### config.mk
export PLATFORM = sky130hd
export DESIGN_NAME = iurt_scan
export DESIGN_NICKNAME = d
export VERILOG_FILES = /design/src/iurt_pkg.sv /design/src/iurt_scan.sv
export SDC_FILE = /design/constraint.sdc
export NUM_CORES = 1
export LEC_CHECK = 0
export BUFFER_PORTS_ARGS = -buffer_cell sky130_fd_sc_hd__buf_2
export CAP_MARGIN = 20
export CORE_UTILIZATION = 40
export DETAILED_ROUTE_END_ITERATION = 16
export GPL_ROUTABILITY_DRIVEN = 0
export GPL_TIMING_DRIVEN = 0
export HOLD_SLACK_MARGIN = 0.08
export PLACE_DENSITY = 0.76
export SLEW_MARGIN = 25
export SYNTH_ARGS = -nofsm -noshare
export SYNTH_HDL_FRONTEND = slang
export SYNTH_SLANG_ARGS = --single-unit
### constraint.sdc
create_clock -name i_clk -period 4.2 [get_ports i_clk]
set_input_delay 1.05 -clock i_clk [delete_from_list [all_inputs] [get_ports i_clk]]
set_output_delay 1.05 -clock i_clk [all_outputs]
set_load 0.005 [all_outputs]
### src/iurt_pkg.sv
// shared types and constants for the interval union range table
// no dependencies; imported by every other file of the block
package iurt_pkg;

    localparam int DEF_TABLE_DEPTH = 256;
    localparam int DEF_VALUE_BITS  = 50;

    // fixed beat field widths
    localparam int FIELD_W  = 50;
    localparam int STATUS_W = 2;
    localparam int HIT_W    = 20;
    localparam int COVER_W  = 51;

    localparam logic [HIT_W-1:0] HIT_MAX = '1;

    typedef enum logic {
        KIND_INSERT = 1'b0,
        KIND_QUERY  = 1'b1
    } t_kind;

    typedef enum logic [STATUS_W-1:0] {
        STAT_OK       = 2'd0,
        STAT_FULL     = 2'd1,
        STAT_INVERTED = 2'd2
    } t_status;

    typedef enum logic [2:0] {
        ST_CLR,
        ST_IDLE,
        ST_SCAN,
        ST_FIN1,
        ST_FIN2,
        ST_DONE
    } t_state;

    // per-entry outcome of the compare unit
    typedef struct packed {
        logic vld;
        logic ovl;
        logic free;
    } t_scan_flags;

endpackage

### src/iurt_scan.sv
// shared compare unit: tests one stored entry against the working range
// depends on iurt_pkg for t_scan_flags
module iurt_scan import iurt_pkg::*; #(
    parameter int VB = DEF_VALUE_BITS,
    parameter int AW = $clog2(DEF_TABLE_DEPTH)
) (
    input  logic          i_clk,
    input  logic          i_rst_n,
    input  logic          i_vld,
    input  logic [AW-1:0] i_addr,
    input  logic          i_ent_valid,
    input  logic [VB-1:0] i_ent_low,
    input  logic [VB-1:0] i_ent_high,
    input  logic [VB-1:0] i_lo,
    input  logic [VB-1:0] i_hi,
    output t_scan_flags   o_flags,
    output logic [VB:0]   o_span,
    output logic [VB-1:0] o_low,
    output logic [VB-1:0] o_high,
    output logic [AW-1:0] o_addr
);

    logic          ovl;
    logic          r_vld;
    logic          r_ovl;
    logic          r_free;
    logic [VB:0]   r_span;
    logic [VB-1:0] r_low;
    logic [VB-1:0] r_high;
    logic [AW-1:0] r_addr;

    // inclusive overlap, touching intervals do not count
    assign ovl = i_ent_valid && (i_ent_low <= i_hi) && (i_lo <= i_ent_high);

    always_ff @(posedge i_clk) begin
        if (!i_rst_n) begin
            r_vld <= 1'b0;
        end else begin
            r_vld <= i_vld;
        end
    end

    always_ff @(posedge i_clk) begin
        r_ovl  <= ovl;
        r_free <= !i_ent_valid || ovl;
        r_span <= {1'b0, i_ent_high} - {1'b0, i_ent_low} + (VB+1)'(1);
        r_low  <= i_ent_low;
        r_high <= i_ent_high;
        r_addr <= i_addr;
    end

    assign o_flags = '{vld: r_vld, ovl: r_ovl, free: r_free};
    assign o_span  = r_span;
    assign o_low   = r_low;
    assign o_high  = r_high;
    assign o_addr  = r_addr;

endmodule

After elaboration in Yosys (flattened, before gate mapping)
Index checks and enable logic that the tools add are counted.

Register bits after elaboration: 162. Latch bits: 0. Memory bits (writable): 0. Bits in read-only memories: 0. Bits of input ports: 212. Output and inout port bits: 162. Logic and storage cells: 15. Memories kept: 0.

Add/sub/neg operators: 2. Multiply operators: 0. Divide/modulo/power cells: 0. Magnitude comparators: 2. Equality and inequality tests: 0. Shift operators: 0. Multiplexer cells: 0. Bitwise operators: 0. Reduce and logical (&&, ||, !) cells: 4.

Operators by type and width (count): <= comparator 50 bit (2); adder 51 x 1 -> 51 bit, second input constant (1); subtractor 50 x 50 -> 51 bit (1); logical AND 1 bit (2); zero test 1 bit (1); logical OR 1 bit (1).

Logic depth before layout (Yosys ltp)
Word-level depth: 4. Depth in mapped cells: 13. Mapped depth without buffers: 13.

Least setup slack after synthesis
Ideal clock, no wire load.

Path kind: input to register. Start point: input i_ent_high[1]. End point: register r_span[43] (netlist: o_span[43]). Setup time: 0.122 ns. Data arrival time: 3.472 ns. Required time: 4.078 ns. Setup slack: 0.606 ns. Cell stages on the path: 13. Cells stage by stage: inv_1 ha_1 inv_1 ha_1 fa_1 a21o_1 a221o_1 a211oi_2 nor3b_1 o21ai_1 a211o_1 nand2_1 o311a_1.

Word-level cells in the longest chain between the ends: 2.

Ends and longest elaborated chain: start: declaration (line iurt_scan.sv:13) `input logic [VB-1:0] i_ent_high,`; subtractor 50 x 50 -> 51 bit (line iurt_scan.sv:46) `r_span <= {1'b0, i_ent_high} - {1'b0, i_ent_low} + (VB+1)'(1);`; adder 51 x 1 -> 51 bit (line iurt_scan.sv:46); end signal: assignment (line iurt_scan.sv:46); end: declaration (line iurt_scan.sv:27) `logic [VB:0] r_span;`.

No other way between the ends. A chain may end at the register's enable or synchronous reset.

Worst setup path in the final report
Start point: input i_ent_low[2]. End point: register r_span[34] (netlist: o_span[34]).

Word-level cells in the longest chain between the ends: 2.

Ends and longest elaborated chain: start: declaration (line iurt_scan.sv:12) `input logic [VB-1:0] i_ent_low,`; subtractor 50 x 50 -> 51 bit (line iurt_scan.sv:46); adder 51 x 1 -> 51 bit (line iurt_scan.sv:46).

No other way between the ends.

==> metrics.log <==
INFO  metric wirelength = 28,740 um
INFO  metric cp-start-kind = input port
INFO  metric place_hpwl = 24,160 um
INFO  metric power_density = 378.1 nW/um2
INFO  metric slowest_stage = sky130_fd_sc_hd__a21oi_1
INFO  metric wire_per_inst = 16.52 um
INFO  metric power.sequential.fraction = 38.3%
INFO  metric slew_worst_pin = 0.7863 ns
INFO  metric dieArea = 24,210 um2
INFO  metric grt_setup_unrepaired = false
INFO  metric place.port_buffers = 373
INFO  metric hold-path-cell-count = 1
INFO  metric finalSetupViolCount = 0
INFO  metric synth-seq-area-share = 34.36%
INFO  metric worst_path_dominant_cell_family = compound AO/OA/AOI/OAI gates
INFO  metric p_clk_share = 33.7%
INFO  metric power_switching = 0.001488 W
INFO  metric switching_share = 32.05%
INFO  metric setup.worst_path.class = in -> reg
INFO  metric antenna_violations_before_repair = 0
INFO  metric synth_cell_type_count = 58
INFO  metric grt_start_max_net_pins = 17
INFO  metric critPathLaunch = i_ent_low[2]
INFO  metric placement_rows = 55
INFO  metric synthesis.nets = 1,434
INFO  metric slew_headroom = 47.09%
INFO  metric post-cts-setup-buffer-count = 0
INFO  metric core = 22,920 um2
INFO  metric total_leakage_power = 6.889 nW
INFO  metric finish.instance_area = 12,280 um2
INFO  metric worst_hold_slack = 0.7123 ns
INFO  metric status = finished, final reports clean
INFO  metric hold_viol_final = 0
INFO  metric grt_usage = 23.49%
INFO  metric tritoncts = built
INFO  metric worst_path_clk_slew = 0.08 ns
INFO  metric synth_area_per_cell = 9.235 um2
INFO  metric place_area = 11,710 um2
INFO  metric cpPeakStageDelay = 0.50 ns
INFO  metric timing.final.crit_share = 91.04%
INFO  metric postSynthRegisterBits = 162
INFO  metric worst-endpoint-required = 4.54 ns
INFO  metric antenna_cells = 0
INFO  metric postCtsResizedCells = 0
INFO  metric clock-root-buffer = sky130_fd_sc_hd__clkbuf_16
INFO  metric die-height = 155.6 um
INFO  metric final.setup.worst_slack = 0.3765 ns
INFO  metric post_cts_hold_buffer_count = 0
INFO  metric dr_total_vias = 8,737
INFO  metric timing.critical_path.fanout_max = 5
INFO  metric detail_route.drc_violations = 0
INFO  metric detailedPlace.worstSlack = -0.05127 ns
INFO  metric setup_total_negative_slack = 0 ns
INFO  metric grt_pass1_wl = 43,710 um
INFO  metric tritoncts.num_buffers = 17
INFO  metric timing.critical_path.cells = buf_2, inv_1, ha_1, ha_1, a211oi_1, o211ai_1, a31oi_1, o21ai_1, a21oi_1, o21bai_1, a21oi_1, xnor2_1
INFO  metric synth_cells = 1,022
INFO  metric synthToLayoutAreaGrowth = 30.15%
INFO  metric combPwrFrac = 28.0%
INFO  metric gr-total-overflow = 0
INFO  metric worstHoldPathType = in -> reg
INFO  metric synth_area_leaders = sky130_fd_sc_hd__dfxtp_1 (34%), sky130_fd_sc_hd__ha_1 (26%), sky130_fd_sc_hd__inv_1 (6.5%)
INFO  metric h_tree_depth_reported_by_cts = 4
INFO  metric cp_data_arrival_time = 4.16 ns
INFO  metric grt_pass1_vias = 8,623
INFO  metric detail_route.first_pass.iterations = 5
INFO  metric async_flop_share = 0%
INFO  metric crit_cells = 12
INFO  metric endpoint_kind = flip-flop
INFO  metric initial_core_util = 41.18%
INFO  metric clock.fmax = 261.5 MHz
INFO  metric filler_cell_count = 2,133
INFO  metric route.detailed.vias_per_inst = 5.021
INFO  metric num-nets-final = 1,826
INFO  metric drv_slew = 0
INFO  metric intPower = 0.003156 W
INFO  metric max-clock-path-buffers = 2
INFO  metric drv.max_cap_violation_count = 0
INFO  metric drt_first_iter_violations = 439
INFO  metric yosysWarnings = 0
INFO  metric dominantRegCellSynth = sky130_fd_sc_hd__dfxtp_1
INFO  metric die-width = 155.6 um
INFO  metric synth_enable_flop_cells = 0
INFO  metric synthDominantAreaCellType = sky130_fd_sc_hd__dfxtp_1
INFO  metric netlist_area = 9438 um2
INFO  metric total_power = 0.004644 W
INFO  metric post_route_cells_drive_above_1_share = 29.71%
INFO  metric synth_top_cell_area_share = 34.36%
INFO  metric cts_sinks = 162
INFO  metric drt.antenna.violating_nets = 0
INFO  metric io_pins = 374
INFO  metric cp_num_buf_inv = 2
INFO  metric crit_end = o_span[34]
INFO  metric worst_vdd_rail_ir_drop = 0.0002166 V
INFO  metric finalCriticalPeriod = 3.824 ns
[worst min path at each step]
stage                end  slack, ns  startpoint
2_1_floorplan  o_addr[0]       1.08   i_addr[0]
5_1_grt        o_addr[5]       0.69   i_addr[5]
3_5_place_dp   o_addr[5]       1.15   i_addr[5]
4_1_cts        o_addr[5]       0.69   i_addr[5]
3_3_place_gp   o_addr[1]       1.15   i_addr[1]
6_report       o_addr[5]       0.71   i_addr[5]
[synthesized netlist by cell type (6+ instances only)]
library cell and n:
sky130_fd_sc_hd__nor3_1 10, sky130_fd_sc_hd__dfxtp_1 162, sky130_fd_sc_hd__xor2_1 18, sky130_fd_sc_hd__o21ai_0 42
sky130_fd_sc_hd__inv_1 164, sky130_fd_sc_hd__a211oi_1 9, sky130_fd_sc_hd__a21o_1 65, sky130_fd_sc_hd__nor2b_1 9
sky130_fd_sc_hd__nor2_1 33, sky130_fd_sc_hd__xnor2_1 27, sky130_fd_sc_hd__nand2_1 44, sky130_fd_sc_hd__nand4_1 35
sky130_fd_sc_hd__clkbuf_1 11, sky130_fd_sc_hd__nand3_1 11, sky130_fd_sc_hd__o211ai_1 7, sky130_fd_sc_hd__a21oi_1 86
sky130_fd_sc_hd__o21bai_1 6, sky130_fd_sc_hd__ha_1 199
[routing by layer]
metal	up-vias	GRT usage [%]	part of all wire, %
met5	-	0	0
met4	0	7.750	2.2
met3	42	4.222	5.7
met2	323	43.26	51
met1	4008	27.26	41
li1	4364	-	-
[per-stage QoR]
step / util, % / std cells
2_1_floorplan: - / 1022
3_3_place_gp: 51.04 / 1708
3_5_place_dp: 51.09 / 1708
4_1_cts: 53.60 / 1740
5_1_grt: 53.60 / 1740
6_report: 53.60 / 1740
[layout by cell type, fill, tap and decap left out, drive strengths merged, types with 5 or more instances in the layout]
cell type,instances
nand3,11
xor2,18
clkbuf,29
o21ai,45
nor2b,9
a21o,66
nand4,35
a21oi,86
dfxtp,162
o211ai,7
buf,379
inv,172
o31ai,5
and3,5
nor2,33
o21bai,6
ha,199
xnor2,27
nor3,10
nand2,45
nor4,5
a211oi,11
and2,5
[kinds of logic (layout without fill, tap and decap cells)]
group | Yosys count | after routing | synth area share (%)
AOI/OAI and AO/OA | 261 | 261 | 17.98
xor gates and xnor gates | 45 | 45 | 4.176
adders and majority gates | 200 | 200 | 26.59
buffers and inverters | 181 | 586 | 7.477
DFF | 162 | 162 | 34.36
muxes | 1 | 1 | 0.1061
and+or+nand+nor | 172 | 172 | 9.307
[power groups by stage]
stage / logic [W] / registers (W) / clock network (W)
6_report: 0.00130 / 0.00178 / 0.00156
5_1_grt: 0.00144 / 0.00180 / 0.00165
4_1_cts: 0.00130 / 0.00178 / 0.00160
3_5_place_dp: 0.00129 / 0.00181 / 0
3_3_place_gp: 0.00125 / 0.00181 / 0
2_1_floorplan: 0.000706 / 0.00185 / 0
[cell type report]
class	instances	area, um2	area share, %
Inverter	164	615.6	5.012
Multi-Input combinational cell	679	5502	44.79
Clock buffer	18	429.2	3.494
Tap cell	313	391.6	3.188
Buffer	17	90.09	0.7334
Clock inverter	14	145.1	1.182
Timing Repair Buffer	373	1867	15.20
Sequential cell	162	3243	26.40
[state kept, by name, summed over array words and instances (netlist names)]
signal and count:
o_span 51, o_high 50, o_low 50, o_addr 8
r_free 1, r_ovl 1, r_vld 1
Power figures use the tool's default switching activity.
